### config.mk
export PLATFORM = sky130hd
export DESIGN_NAME = lid_back
export DESIGN_NICKNAME = d
export VERILOG_FILES = /design/src/design/lid_pkg.sv /design/src/design/lid_back.sv
export SDC_FILE = /design/constraint.sdc
export NUM_CORES = 2
export LEC_CHECK = 0
export BUFFER_PORTS_ARGS = -buffer_cell sky130_fd_sc_hd__buf_2
export CORE_MARGIN = 2
export CORE_UTILIZATION = 50
export DETAILED_ROUTE_END_ITERATION = 7
export MAX_ROUTING_LAYER = met4
export PLACE_DENSITY_LB_ADDON = 0.15
export SLEW_MARGIN = 20
export SYNTH_ARGS = -nofsm -noshare
export SYNTH_HDL_FRONTEND = slang
export SYNTH_SLANG_ARGS = --single-unit
### constraint.sdc
create_clock -name aclk -period 8 [get_ports aclk]
set_input_delay 0.4 -clock aclk [delete_from_list [all_inputs] [get_ports aclk]]
set_output_delay 0.4 -clock aclk [all_outputs]
set_load 0.02 [all_outputs]
### src/design/lid_pkg.sv
`timescale 1ns / 1ps
package lid_pkg;

    localparam int QBits = 31;
    localparam int DenW  = 64;
    localparam int NumW  = 82;
    localparam int MagW  = 81;
    localparam int ThrW  = 40;
    localparam logic [ThrW-1:0] ThrReset = 40'd1390849702;

    typedef logic signed [31:0] coord_t;
    typedef logic signed [15:0] dir_t;

    typedef struct packed {
        coord_t a_point_x;
        coord_t a_point_y;
        coord_t a_point_z;
        dir_t   a_dir_x;
        dir_t   a_dir_y;
        dir_t   a_dir_z;
        coord_t b_point_x;
        coord_t b_point_y;
        coord_t b_point_z;
        dir_t   b_dir_x;
        dir_t   b_dir_y;
        dir_t   b_dir_z;
    } lid_in_t;

    typedef struct packed {
        logic   found;
        coord_t hit_x;
        coord_t hit_y;
        coord_t hit_z;
    } lid_out_t;

    // beat moving through the divider cells
    typedef struct packed {
        logic [DenW-1:0]  rem;
        logic [QBits-1:0] dvd;
        logic [QBits-1:0] q;
        logic [DenW-1:0]  den;
        logic             neg;
        logic             ovf;
        logic             found;
        coord_t [2:0]     p2;
        dir_t   [2:0]     t2;
    } lid_div_t;

endpackage

### src/design/lid_back.sv
`timescale 1ns / 1ps
module lid_back import lid_pkg::*; (
    input  logic     aclk,
    input  logic     aresetn,
    input  lid_div_t in_data,
    input  logic     in_valid,
    output logic     in_ready,
    output lid_out_t out_data,
    output logic     out_valid,
    input  logic     out_ready
);

    localparam int Stages = 3;

    logic [Stages-1:0] vld_reg;
    logic [Stages-1:0] adv;

    always_comb begin
        adv[Stages-1] = !vld_reg[Stages-1] || out_ready;
        for (int i = Stages - 2; i >= 0; i--) begin
            adv[i] = !vld_reg[i] || adv[i+1];
        end
    end

    assign in_ready  = adv[0];
    assign out_valid = vld_reg[Stages-1];

    always_ff @(posedge aclk) begin
        if (!aresetn) begin
            vld_reg <= '0;
        end else begin
            if (adv[0]) vld_reg[0] <= in_valid;
            for (int i = 1; i < Stages; i++) begin
                if (adv[i]) vld_reg[i] <= vld_reg[i-1];
            end
        end
    end

    logic signed [31:0] s_next, s_reg;
    logic signed [31:0] qs;
    logic signed [47:0] pr_reg [3];
    logic signed [47:0] sh [3], h [3];
    logic signed [31:0] hs [3];
    logic [2:1] found_reg;
    coord_t [2:0] p2_reg [2];
    dir_t   [2:0] t2_reg;
    lid_out_t out_reg;

    always_comb begin
        qs = $signed({1'b0, in_data.q});
        if (in_data.ovf) begin
            s_next = in_data.neg ? 32'sh8000_0000 : 32'sh7fff_ffff;
        end else begin
            s_next = in_data.neg ? -qs : qs;
        end
        for (int k = 0; k < 3; k++) begin
            sh[k] = pr_reg[k] >>> 14;
            h[k]  = $signed(p2_reg[1][k]) + sh[k];
            if (h[k] > 48'sh0000_7fff_ffff) begin
                hs[k] = 32'sh7fff_ffff;
            end else if (h[k] < -48'sh0000_8000_0000) begin
                hs[k] = 32'sh8000_0000;
            end else begin
                hs[k] = h[k][31:0];
            end
        end
    end

    always_ff @(posedge aclk) begin
        if (adv[0]) begin
            s_reg        <= s_next;
            found_reg[1] <= in_data.found;
            p2_reg[0]    <= in_data.p2;
            t2_reg       <= in_data.t2;
        end
        if (adv[1]) begin
            for (int k = 0; k < 3; k++) begin
                pr_reg[k] <= s_reg * $signed(t2_reg[k]);
            end
            found_reg[2] <= found_reg[1];
            p2_reg[1]    <= p2_reg[0];
        end
        if (adv[2]) begin
            out_reg.found <= found_reg[2];
            out_reg.hit_x <= found_reg[2] ? hs[0] : '0;
            out_reg.hit_y <= found_reg[2] ? hs[1] : '0;
            out_reg.hit_z <= found_reg[2] ? hs[2] : '0;
        end
    end

    assign out_data = out_reg;

endmodule

==> flow_metrics.tcl <==
set metrics [dict create \
    vias 51280 \
    rsz0062_at_grt "no" \
    drive_above_1_share_pct 7.863 \
    routedWlPerCell_um 19.08 \
    cp_max_fo 18 \
    clkTransAtPathRegs_ps 60 \
    syn2layout_area_growth_pct 10.34 \
    synth_nets 9689 \
    reg2reg_from "t2_reg[2]" \
    arrival_ps 7960 \
    tightest_slew_ps 1159 \
    top_usage_layer "met2" \
    synth.top_cells.by_count "inv_1 (1661), fa_1 (1458), nand2_1 (956)" \
    synthMuxAreaShare_pct 0.04091 \
    worst_ep_required_time_ps 8420 \
    yosys_warnings 0 \
    drv_slew 0 \
    clk_latency_ps 690 \
    synthFlopType "edfxtp_1" \
    synth_cell_types 75 \
    synth_compound_area_share_pct 6.678 \
    nets 10010 \
    cts_buffers 58 \
    postSynth.asyncResetShare_pct 0 \
    synth-seq-area-share_pct 19.43 \
    drtIter0Drc 3023 \
    r2r_slack_ps 460 \
    grt_max_degree 132 \
    met2_usage_pct 43.23 \
    die_w_um 387.2 \
    synth_top_area_share_pct 39.76 \
    cts_tree "yes" \
    met3_usage_pct 3.278 \
    synth_most_common_cell "inv_1" \
    synth_area_leader_cell "fa_1" \
    r2r_cells 22 \
    fill_cells 13020 \
    hold_viol 0 \
    status "finished, final reports clean" \
    chipHeight_um 387.2 \
    final_antenna_net_count 0 \
    worstHoldEndpoint "s_reg[28]" \
    seqCellArea_um2 14260 \
    cts.path.max_buffers 3 \
    synth_xor_area_share_pct 2.661 \
    worstHoldPathCells 2 \
    gr-total-overflow 0 \
    synthAdderAreaFrac_pct 47.20 \
    gp_congestion 0.8864 \
    first_global_vias 55080 \
    synth_edf_count 473 \
    cts.htree.levels 2 \
    root_buffer "clkbuf_16" \
    use_met1_pct 35.16 \
    ys_top_cells_by_area "fa_1 (40%), edfxtp_1 (19%), inv_1 (8.5%)" \
    critPathLaunchType "flip-flop" \
    drc 0 \
    synth_top_family_by_area "adder cells" \
    avgSynthCellArea_um2 9.848 \
    largest_reg_flops 192 \
    hpwl_um 147300 \
    path_class "reg -> reg" \
    clock-sinks 476 \
    numPortBuffers 280 \
    finalSetupViolCount 0 \
    slew_headroom_pct 22.75 \
    routed_wl_um 185900 \
    worst_setup_path_end_kind "flip-flop" \
    fmax_mhz 132.7 \
    ys_ff_latch 476 \
    multiInputGateArea_um2 51550 \
    placementRows 140 \
    core-area_um2 145700 \
    synth-simple-area-share_pct 13.60 \
    dr.pass1.iters 6 \
    reg2reg_to "pr_reg[0][46]" \
    period_share_pct 94.22 \
    hold_class "in -> reg" \
    initial_core_util_pct 50.37 \
    io-pin-count 440 \
    tns_ps 0 \
    fin_skew_ps 38.31 \
    syn_area_um2 73400 \
    netlist_instances 7454 \
    die-area_um2 149900 \
    min_period_ps 7538 \
    maxCapViolCount 0 \
    routed_via_density 5.263 \
    grt_pass1_wl_um 302000 \
    holdCritStartpoint "in_data[239]" \
    track_usage_pct 26.39 \
    antenna_found_initial 7 \
]
[how the worst max path moves through the flow]
stage,startpoint,to,slack (ps),cells past startpoint
after floorplan,vld_reg[2],found_reg[1],1240,2
after global placement,t2_reg[33],pr_reg[0][143],510,23
after detailed placement,t2_reg[33],pr_reg[0][143],500,23
after CTS,t2_reg[33],pr_reg[0][143],490,23
final,t2_reg[2],pr_reg[0][46],460,22
after global routing,t2_reg[28],pr_reg[0][95],160,19
[logic make-up after synthesis]
group                      Yosys count
muxes                                3
xor gates and xnor gates           223
adders and majority gates         1894
buffers and inverters             2020
AOI/OAI and AO/OA                  759
and+or+nand+nor                   2079
DFF                                476
[through the flow]
| stage | std cells | setup WS [ps] | util (%) | hold WS (ps) | area (um2) |
|---|---|---|---|---|---|
| detailed placement | 9485 | 497.1 | 53.29 | 404.5 | 77660 |
| floorplan | 7454 | 1242 | - | 400.3 | 73400 |
| global placement | 9485 | 512.0 | 53.29 | 402.6 | 77660 |
| global route | 9741 | 158.5 | 55.57 | 21.57 | 80990 |
| finish | 9743 | 462.1 | 55.58 | 44.19 | 81000 |
| CTS | 9738 | 491.2 | 55.57 | 0.7585 | 80980 |
[layout make-up]
| cell class | count | share of cell area [%] |
|---|---|---|
| diodes | 5 | 0.01545 |
| flip-flops and latches | 476 | 17.61 |
| multi-input cells | 4958 | 63.64 |
| repair buffers | 618 | 5.780 |
| inverters | 1663 | 7.710 |
| clock inverters | 42 | 0.4356 |
| well taps | 1917 | 2.961 |
| clock buffers | 64 | 1.846 |
[worst max-delay path, cell delays in order (launching register included)]
cell and delay [ps]:
edfxtp_1 1040, nand2_1 200, fa_1 540, fa_1 520
fa_1 520, inv_1 50, fa_1 480, fa_1 500
inv_1 50, fa_1 480, inv_1 40, ha_1 360
nand2_1 110, nand4_1 110, a211oi_1 440, o31ai_1 250
a21o_1 300, a41o_1 300, a21o_1 220, o41ai_1 350
buf_4 190, o21bai_1 70, xor2_1 140
[layout by cell type, fill, tap and decap left out, types with 14 or more instances in the layout]
cell type,Yosys,final
buf_4,0,161
a21o_1,114,114
nor2b_1,29,29
nor3_1,31,31
and2_1,616,616
or3_1,14,14
nand3_1,42,41
o31ai_1,14,14
buf_2,2,280
nor2_1,237,237
o21a_1,30,30
dlygate4sd3_1,0,147
ha_1,436,436
a211oi_1,18,18
xnor2_1,145,145
a21oi_1,245,244
inv_1,1661,1660
a21o_2,27,27
nand2_1,956,954
buf_12,0,30
clkbuf_16,0,59
o21bai_1,32,32
fa_1,1458,1458
nand2b_1,44,44
edfxtp_1,473,473
o211ai_1,20,20
nand4_1,44,44
xor2_1,78,78
o21ai_0,130,130
a31oi_1,21,21
and3_1,22,22
[what timing repair did]
action	4_1_cts	5_1_grt
buffers inserted	0	0
endpoints found under the hold margin	148	0
gates resized for setup	0	0
hold buffers	147	0
[metal layers]
layer | up-vias | wire [um]
li1 | 23340 | -
met1 | 26400 | 80210
met2 | 1289 | 90680
met3 | 256 | 10250
met4 | 0 | 4808
met5 | - | 0
Power is left out: the tool's default activity adds up to more than one toggle a clock period on the data nets, which glitch-free logic cannot reach.
