`config.mk`:
```
export PLATFORM = sky130hd
export DESIGN_NAME = lid_div_cell
export DESIGN_NICKNAME = d
export VERILOG_FILES = /design/src/design/lid_pkg.sv /design/src/design/lid_div_cell.sv
export SDC_FILE = /design/constraint.sdc
export NUM_CORES = 1
export LEC_CHECK = 0
export ABC_AREA = 1
export BUFFER_PORTS_ARGS = -buffer_cell sky130_fd_sc_hd__buf_2
export CAP_MARGIN = 0
export CORE_AREA = 2 2 267 269
export CTS_BUF_LIST = sky130_fd_sc_hd__clkbuf_8
export DETAILED_ROUTE_END_ITERATION = 16
export DIE_AREA = 0 0 269 271
export GPL_ROUTABILITY_DRIVEN = 0
export PLACE_DENSITY_LB_ADDON = 0.05
export SLEW_MARGIN = 40
export SYNTH_ARGS = -nofsm -noshare
export SYNTH_HDL_FRONTEND = slang
export SYNTH_SLANG_ARGS = --single-unit
```
`constraint.sdc`:
```
create_clock -name aclk -period 8.4 [get_ports aclk]
set_input_delay 0.84 -clock aclk [delete_from_list [all_inputs] [get_ports aclk]]
set_output_delay 0.84 -clock aclk [all_outputs]
set_load 0.01 [all_outputs]
```
`src/design/lid_pkg.sv`:
```
`timescale 1ns / 1ps
package lid_pkg;

    localparam int QBits = 31;
    localparam int DenW  = 64;
    localparam int NumW  = 82;
    localparam int MagW  = 81;
    localparam int ThrW  = 40;
    localparam logic [ThrW-1:0] ThrReset = 40'd1390849702;

    typedef logic signed [31:0] coord_t;
    typedef logic signed [15:0] dir_t;

    typedef struct packed {
        coord_t a_point_x;
        coord_t a_point_y;
        coord_t a_point_z;
        dir_t   a_dir_x;
        dir_t   a_dir_y;
        dir_t   a_dir_z;
        coord_t b_point_x;
        coord_t b_point_y;
        coord_t b_point_z;
        dir_t   b_dir_x;
        dir_t   b_dir_y;
        dir_t   b_dir_z;
    } lid_in_t;

    typedef struct packed {
        logic   found;
        coord_t hit_x;
        coord_t hit_y;
        coord_t hit_z;
    } lid_out_t;

    // beat moving through the divider cells
    typedef struct packed {
        logic [DenW-1:0]  rem;
        logic [QBits-1:0] dvd;
        logic [QBits-1:0] q;
        logic [DenW-1:0]  den;
        logic             neg;
        logic             ovf;
        logic             found;
        coord_t [2:0]     p2;
        dir_t   [2:0]     t2;
    } lid_div_t;

endpackage

```
`src/design/lid_div_cell.sv`:
```
`timescale 1ns / 1ps
module lid_div_cell import lid_pkg::*; (
    input  logic     aclk,
    input  logic     aresetn,
    input  lid_div_t in_data,
    input  logic     in_valid,
    output logic     in_ready,
    output lid_div_t out_data,
    output logic     out_valid,
    input  logic     out_ready
);

    lid_div_t data_reg, data_next;
    logic     valid_reg;
    logic [DenW:0] rem2;
    logic [DenW:0] diff;

    assign in_ready  = !valid_reg || out_ready;
    assign out_data  = data_reg;
    assign out_valid = valid_reg;

    // one restoring step: quotient bit from shifted remainder
    always_comb begin
        data_next = in_data;
        rem2 = {in_data.rem, in_data.dvd[QBits-1]};
        diff = rem2 - {1'b0, in_data.den};
        data_next.dvd = {in_data.dvd[QBits-2:0], 1'b0};
        if (rem2 >= {1'b0, in_data.den}) begin
            data_next.rem = diff[DenW-1:0];
            data_next.q   = {in_data.q[QBits-2:0], 1'b1};
        end else begin
            data_next.rem = rem2[DenW-1:0];
            data_next.q   = {in_data.q[QBits-2:0], 1'b0};
        end
    end

    always_ff @(posedge aclk) begin
        if (!aresetn) begin
            valid_reg <= 1'b0;
        end else if (in_ready) begin
            valid_reg <= in_valid;
        end
        if (in_ready) begin
            data_reg <= data_next;
        end
    end

endmodule

```
==> results of run 1 <==
[cell type report]
type	instances	area, sq um	share of cell area
clock buffers	69	950	0.0408
clock inverters	53	373	0.0160
multi-input cells	1158	5730	0.246
well taps	940	1180	0.0505
flip-flops and latches	337	10100	0.434
diodes	8	20.0	0.000860
inverters	396	1490	0.0638
repair buffers	682	3440	0.148
[power breakdown]
| group | switching [mW] | internal, mW |
|---|---|---|
| logic | 0.631 | 0.320 |
| registers | 0.0386 | 2.04 |
| clock network | 0.795 | 0.879 |
| total | 1.46 | 3.23 |
[how the worst min path moves through the flow]
| stage | end | slack, ns | startpoint | depth (start not counted) |
|---|---|---|---|---|
| after floorplan | out_data[0]$_DFFE_PP_ | 0.94 | in_data[0] | 0 |
| after global placement | out_data[122]$_DFFE_PP_ | 1.02 | in_data[122] | 1 |
| after CTS | out_data[75]$_DFFE_PP_ | 0.26 | in_data[75] | 1 |
| after global routing | out_data[224]$_DFFE_PP_ | 0.28 | in_data[223] | 1 |
| final | out_data[221]$_DFFE_PP_ | 0.35 | in_data[220] | 1 |
| after detailed placement | out_data[85]$_DFFE_PP_ | 1.02 | in_data[85] | 1 |
[flip-flops by register name (all words and copies together), names as in the netlist]
signal,count
out_valid,1
out_data,336
[cell usage in the layout, fill, tap and decap left out, drive strengths merged, types with 2 or more instances in the layout]
master,n
o21bai,2
nor4,6
nand4,9
nand3b,13
buf,682
clkinv,30
o21ai,7
xor2,30
and3,3
bufinv,3
edfxtp,336
nand2,696
inv,416
a21oi,45
ha,64
nor2,116
diode,8
clkbuf,69
nor3,12
nand3,148
[cells by family after synthesis]
logic type | synth area share
other cells | 0.000215
compound gates | 0.0175
simple gates | 0.246
buf+inv | 0.0940
flops | 0.580
xor+xnor | 0.0156
fa+ha+maj | 0.0470
[metrics by stage]
step	hold slack [ns]	std cells	area [sq um]	util	setup WS, ns
6_report	0.350	3643	23300	0.334	5.10
5_1_grt	0.276	3639	23300	0.333	4.92
4_1_cts	0.265	3635	23300	0.333	5.05
3_5_place_dp	1.02	3513	21900	0.314	4.36
3_3_place_gp	1.02	3513	21900	0.314	3.79
2_1_floorplan	0.939	1911	17400	-	2.68
[layer usage]
metal	share of wire	global-route usage	vias up
met2	0.49	0.357	579
met1	0.39	0.233	7095
met5	0.0016	0	-
li1	-	-	7547
met3	0.080	0.0659	145
met4	0.038	0.0825	20
==> results.tsv, run 1 <==
metric	value	unit
final.period_utilization	0.393	
max_freq	303	MHz
coreArea	69800	sq um
cts_buffer_depth	3	
gr-usage-all-layers	0.206	
max_slew_margin	0.418	
cts-root-buf	clkbuf_8	
ys_seq_area_frac	0.580	
routedWlPerCell	21.0	um
synthMostInstantiatedCell	nand2_1	
cp-endpoint	out_data[306]$_DFFE_PP_	
fin_tns_setup	0	ns
die_h	271	um
finalNetCount	3050	
r2r_end	out_data[77]$_DFFE_PP_	
synthesis.area	17400	sq um
crit_required	8.89	ns
rsz0062_at_grt	false	
hold_viol	0	
startpoint	in_data[195]	
drv_slew	0	
cts_tree	yes	
crit_arrival	3.79	ns
p_leak	12.0	nW
cpLargestDelayFamily	simple AND/OR/NAND/NOR gates	
max_stage_delay	0.53	ns
die_area	72900	sq um
r2r_cells	2	
htree_levels	3	
slowest_stage	nand2_8	
syn_to_final_growth	33.5	%
portBuffers	677	
synth_edf_count	336	
worstSetupPathType	in -> reg	
drive_gt1_frac	0.318	
p_per_area	202	nW/um^2
post_cts_buffers	0	
max_cap_violations	0	
hp-class	in -> reg	
async_flop_share	0	
drc	0	
syn_area_per_cell	9.13	sq um
ctsResizeCount	0	
worstMarginPinSlew	0.867	ns
path_cells	buf_2 > inv_1 > ha_1 > nand2_1 > nor2_2 > nand2_1 > nor3_2 > nand2_8 > nand2_8 > nand3_1 > nand2_1	
timing.critical_path.mode_cell	nand2_1	
synth_cell_type_count	40	
syn_nets	2317	
antenna_found_initial	26	
vias_per_cell	4.22	
cts.sinks	337	
drt_first_iter_violations	930	
start_util	0.250	
synth-seq-cells	337	
cts_made_buffers	69	
synth-main-ff-cell	edfxtp_1	
path_buf_inv	2	
fillers	7507	
yosys-top-cells-area	edfxtp_1 58%, nand2_1 14%, inv_1 7.9%	
syn_inst	1911	
grt_pass1_wl	108000	um
dieWidth	269	um
crit_cells	11	
total_power	4.70	mW
r2r_slack	6.29	ns
ir_drop	115	uV
worstPathMaxFanout	67	
synthTopCellsByCount	668 x nand2_1, 369 x inv_1, 336 x edfxtp_1, 146 x nand3_1, 91 x nor2_1	
fin_skew	0.0238	ns
crit_path_start_kind	input pin	
totalWireLength	76700	um
grt_pass1_vias	15690	
placementRows	97	
post-synth-top-area-cell	edfxtp_1	
yosysWarnings	0	
cts_hold_buf	0	
drt_first_pass_iters	5	
endpoint_kind	flop	
run_status	finished, final reports clean	
path_clk_slew	0.06	ns
period_needed	3.30	ns
dp_hpwl	63100	um
reg2reg_from	out_valid$_SDFFE_PN0P_	
vias	15386	
clk_latency	0.66	ns
gr-total-overflow	0	
setup_viol	0	
synth.top_cell.area_share	0.578	
grt_start_max_net_pins	89	
ant_nets	0	
io-pin-count	680	
(Power assumes the default switching activity.)
==> inputs of run 2 (changes only) <==
==> constraint.sdc (replaced) <==
create_clock -name aclk -period 3.3 [get_ports aclk]
set_input_delay 0.33 -clock aclk [delete_from_list [all_inputs] [get_ports aclk]]
set_output_delay 0.33 -clock aclk [all_outputs]
set_load 0.01 [all_outputs]
==> run 2 against run 1 <==
Die area stayed put; non-clock buffer count increased by 350; count of clock-buffer cells in the layout down 5; sequential power increased to 2.6 times the previous value; core utilization is 4.7 points higher; cell count increased by 9.1%; register-to-register slack got worse by 4.7 ns; routed wire length grew 2.4%; clock power up 130%; highest routed layer unchanged.
==> results.tsv, run 2 (synthesized netlist as in run 1, its figures left out) <==
metric	value	unit
cts.sinks	337	
dieWidth	269	um
period_needed	2.77	ns
startpoint	in_data[147]	
antenna_found_initial	10	
hold_viol	0	
totalWireLength	78500	um
grt_pass1_wl	112000	um
cts_tree	yes	
r2r_slack	1.56	ns
gr-usage-all-layers	0.209	
reg2reg_from	out_valid$_SDFFE_PN0P_	
rsz0062_at_grt	false	
grt_pass1_vias	17316	
cts-root-buf	clkbuf_8	
run_status	finished, final reports clean	
max_freq	361	MHz
busiest_layer	met2	
timing.critical_path.mode_cell	nand2_1	
dp_hpwl	64000	um
hp-class	in -> reg	
endpoint_kind	flop	
crit_arrival	3.18	ns
portBuffers	677	
path_clk_slew	0.06	ns
met1_usage	0.254	
slowest_stage	dlygate4sd3_1	
largest_reg_flops	336	
finalNetCount	3392	
io-pin-count	680	
p_per_area	445	nW/um^2
fin_ws	0.533	ns
crit_path_start_kind	input pin	
worstPathMaxFanout	3	
cts_made_buffers	61	
drive_gt1_frac	0.284	
placementRows	97	
final_core_utilization	0.381	
htree_levels	2	
clk_latency	0.67	ns
ant_nets	0	
fin_skew	0.0270	ns
drv_slew	0	
met2_usage	0.375	
crit_required	3.72	ns
coreArea	69800	sq um
max_stage_delay	0.54	ns
path_cells	dlygate4sd3_1 > buf_2 > ha_1 > fa_1 > nor2_1 > nand2_1 > nand3_1 > nand2_1 > nand2_1 > nand2_1 > nand2_1 > nand2_1 > nand2_1 > nand2_1 > nand3_1 > nand2_1	
setup_viol	0	
worstSetupPathType	in -> reg	
use_met3	0.0386	
drt_first_iter_violations	999	
final_common_cell	buf_2	
syn_to_final_growth	52.2	%
ir_drop	273	uV
gr-total-overflow	0	
drc	0	
total_power	11.8	mW
vias	16598	
dpl_worst_slack	0.408	ns
die_h	271	um
max_slew_margin	0.617	
cts_buffer_depth	3	
grt_start_max_net_pins	90	
p_leak	13.4	nW
r2r_cells	2	
start_util	0.250	
fin_tns_setup	0	ns
final.period_utilization	0.838	
max_cap_violations	0	
routedWlPerCell	19.7	um
drt_first_pass_iters	7	
cp-endpoint	out_data[335]$_DFFE_PP_	
r2r_end	out_data[56]$_DFFE_PP_	
vias_per_cell	4.17	
die_area	72900	sq um
mostFrequentLayoutCells	677 x buf_2, 667 x nand2_1, 389 x inv_1	
worstMarginPinSlew	0.570	ns
-- run 2: cell types whose count changed in the layout (fill, tap and decap cells not counted), moves of 4 or more --
cell           previous run  this run
clkbuf_8                 69        64
buf_4                     2        17
dlygate4sd3_1             0       334
clkinv_1                 17        11
buf_12                    0         4
-- run 2: cell type report --
type / instances / area (sq um)
repair buffers: 1032 / 6940
well taps: 940 / 1180
fillers: 7280 / 43200
clock buffers: 64 / 881
flip-flops and latches: 337 / 10100
inverters: 396 / 1490
diodes: 8 / 20.0
multi-input cells: 1158 / 5710
clock inverters: 41 / 230
-- run 2: metal layers --
| metal | share of wire | up-vias |
|---|---|---|
| met3 | 0.061 | 93 |
| met4 | 0.023 | 6 |
| li1 | - | 8216 |
| met2 | 0.50 | 508 |
| met1 | 0.42 | 7775 |
| met5 | 0.00050 | - |
-- run 2: critical path, delay by kind of cell --
kind          cells  cell delay [ns]
simple gates     12             1.52
buf+inv           2             0.67
fa+ha+maj         2             0.66
-- run 2: worst min path at each step --
stage,startpoint,to,slack (ns),depth (start not counted)
finish,in_data[318],out_data[319]$_DFFE_PP_,0.06,3
global route,in_data[318],out_data[319]$_DFFE_PP_,0.05,3
CTS,in_data[318],out_data[319]$_DFFE_PP_,0.002,3
detailed placement,in_data[69],out_data[69]$_DFFE_PP_,0.51,1
global placement,in_data[122],out_data[122]$_DFFE_PP_,0.51,1
floorplan,in_data[0],out_data[0]$_DFFE_PP_,0.43,0
-- run 2: what timing repair did --
action,in CTS,in global routing
endpoints found under the hold margin,334,0
resized for setup,0,0
setup buffers,0,0
hold buffers,334,0
-- run 2: report_power, final --
group | leakage [nW] | switching [mW] | internal [mW] | total (mW)
clock | 0.650 | 1.83 | 1.94 | 3.76
sequential | 3.50 | 0.0964 | 5.18 | 5.28
combinational | 9.26 | 1.70 | 1.09 | 2.79
-- run 2: metrics by stage --
step                std cells  area, sq um  hold slack [ns]
floorplan                1911        17500            0.429
global placement         3529        22100            0.507
detailed placement       3529        22100            0.508
CTS                      3968        26500          0.00204
global route             3973        26500           0.0466
finish                   3976        26600           0.0571
==> inputs of run 3 (changes only) <==
==> constraint.sdc (replaced) <==
create_clock -name aclk -period 2.8 [get_ports aclk]
set_input_delay 0.28 -clock aclk [delete_from_list [all_inputs] [get_ports aclk]]
set_output_delay 0.28 -clock aclk [all_outputs]
set_load 0.01 [all_outputs]
==> run 3 against run 2 <==
Flip-flop and latch count did not move; register-to-register slack got worse by 0.63 ns; cell count rose by 1.3%; critical endpoint is now out_data[316]$_DFFE_PP_; die area did not move; combinational power rose by 20%.
==> results.tsv, run 3 (synthesized netlist as in run 1, its figures left out) <==
metric	value	unit
cts_tree	yes	
drt_first_pass_iters	8	
ant_nets	0	
setup_viol	0	
fin_tns_setup	0	ns
vias_per_cell	4.15	
dieWidth	269	um
htree_levels	3	
die_area	72900	sq um
worstPathMaxFanout	13	
busiest_layer	met2	
crit_path_start_kind	input pin	
drive_gt1_frac	0.293	
p_leak	13.6	nW
gr-usage-all-layers	0.214	
max_stage_delay	0.59	ns
final.period_utilization	0.934	
crit_arrival	3.12	ns
endpoint_kind	flop	
final_core_utilization	0.386	
drc	0	
met1_usage	0.250	
vias	16719	
totalWireLength	79200	um
gr-total-overflow	0	
crit_required	3.31	ns
start_util	0.250	
finalNetCount	3434	
routedWlPerCell	19.7	um
path_buf_inv	5	
run_status	finished, final reports clean	
fin_area	27000	sq um
die_h	271	um
placed_cell_area	22400	sq um
coreArea	69800	sq um
final_common_cell	buf_2	
hp-class	in -> reg	
portBuffers	677	
cts_buffer_depth	3	
cts-root-buf	clkbuf_8	
ir_drop	321	uV
path_clk_slew	0.06	ns
met2_usage	0.363	
timing.critical_path.mode_cell	nand2_1	
mostFrequentLayoutCells	677 x buf_2, 667 x nand2_1, 388 x inv_1	
worstSetupPathType	in -> reg	
largest_reg_flops	336	
slowest_stage	dlygate4sd3_1	
hold_viol	0	
grt_start_max_net_pins	66	
max_cap_violations	0	
io-pin-count	680	
path_cells	dlygate4sd3_1 > buf_2 > inv_1 > ha_1 > nand2_1 > nor2_1 > nand2_1 > inv_2 > nand2_2 > nor2_4 > nand2_2 > nand3_4 > nor2_8 > nand2_4 > buf_4 > nand3_1 > nand2_1	
cts.sinks	337	
cpLargestDelayFamily	simple AND/OR/NAND/NOR gates	
use_met3	0.0526	
cts_made_buffers	66	
grt_pass1_vias	17620	
antenna_found_initial	15	
p_per_area	530	nW/um^2
period_needed	2.62	ns
placementRows	97	
post_cts_buffers	0	
total_power	14.3	mW
rsz0062_at_grt	false	
grt_pass1_wl	113000	um
dp_hpwl	64700	um
fin_skew	0.0171	ns
max_freq	382	MHz
clk_latency	0.67	ns
drv_slew	0	
drt_first_iter_violations	908	
syn_to_final_growth	54.6	%
[run 3: cell count changes in the layout (fill, tap and decap cells not counted), sizes merged]
cell	change
clkinvlp	+1
inv	+2
diode	+3
buf	+36
clkbuf	+2
clkinv	+5
dlygate4sd3	+1
[run 3: timing repair]
| item | in CTS | in global routing |
|---|---|---|
| gates resized for setup | 0 | 0 |
| endpoints found under the hold margin | 334 | 0 |
| hold buffers | 335 | 0 |
[run 3: final cells by class]
cell class,instances,area [sq um]
diodes,11,27.5
clock buffers,66,908
clock inverters,49,293
fillers,7209,42800
inverters,396,1490
multi-input cells,1158,5710
flip-flops and latches,337,10100
well taps,940,1180
repair buffers,1069,7260
[run 3: tightest hold or removal path, stage by stage]
cell	delay, ns
buf_2	0.09
nand3_1	0.07
nand2_1	0.12
[run 3: worst paths after layout]
path                                                end  slack [ns]  cells past startpoint                   start
worst max-delay path            out_data[316]$_DFFE_PP_        0.18                     17            in_data[170]
worst min register to register  out_data[291]$_DFFE_PP_        0.91                      1  out_valid$_SDFFE_PN0P_
worst min-delay path            out_data[304]$_DFFE_PP_        0.03                      3            in_data[303]
worst max register to register   out_valid$_SDFFE_PN0P_        0.93                      3  out_valid$_SDFFE_PN0P_
[run 3: metrics by stage]
step	std cells	hold WS [ns]	worst slack [ns]
6_report	4026	0.0309	0.184
5_1_grt	4023	0.0287	0.0378
4_1_cts	4015	0.00279	0.225
3_5_place_dp	3565	0.458	0.128
3_3_place_gp	3565	0.458	0.150
2_1_floorplan	1911	0.379	0.637
[run 3: report_power, final]
part	internal (mW)	leakage, nW	switching [mW]
clock network	2.41	0.685	2.30
logic	1.35	9.46	2.02
registers	6.11	3.50	0.120
total	9.86	13.6	4.43
[run 3: per-layer routing]
layer / vias to the layer above / routed length (um)
met3: 150 / 5300
li1: 8310 / -
met5: - / 57
met4: 8 / 4280
met2: 568 / 37400
met1: 7683 / 32200
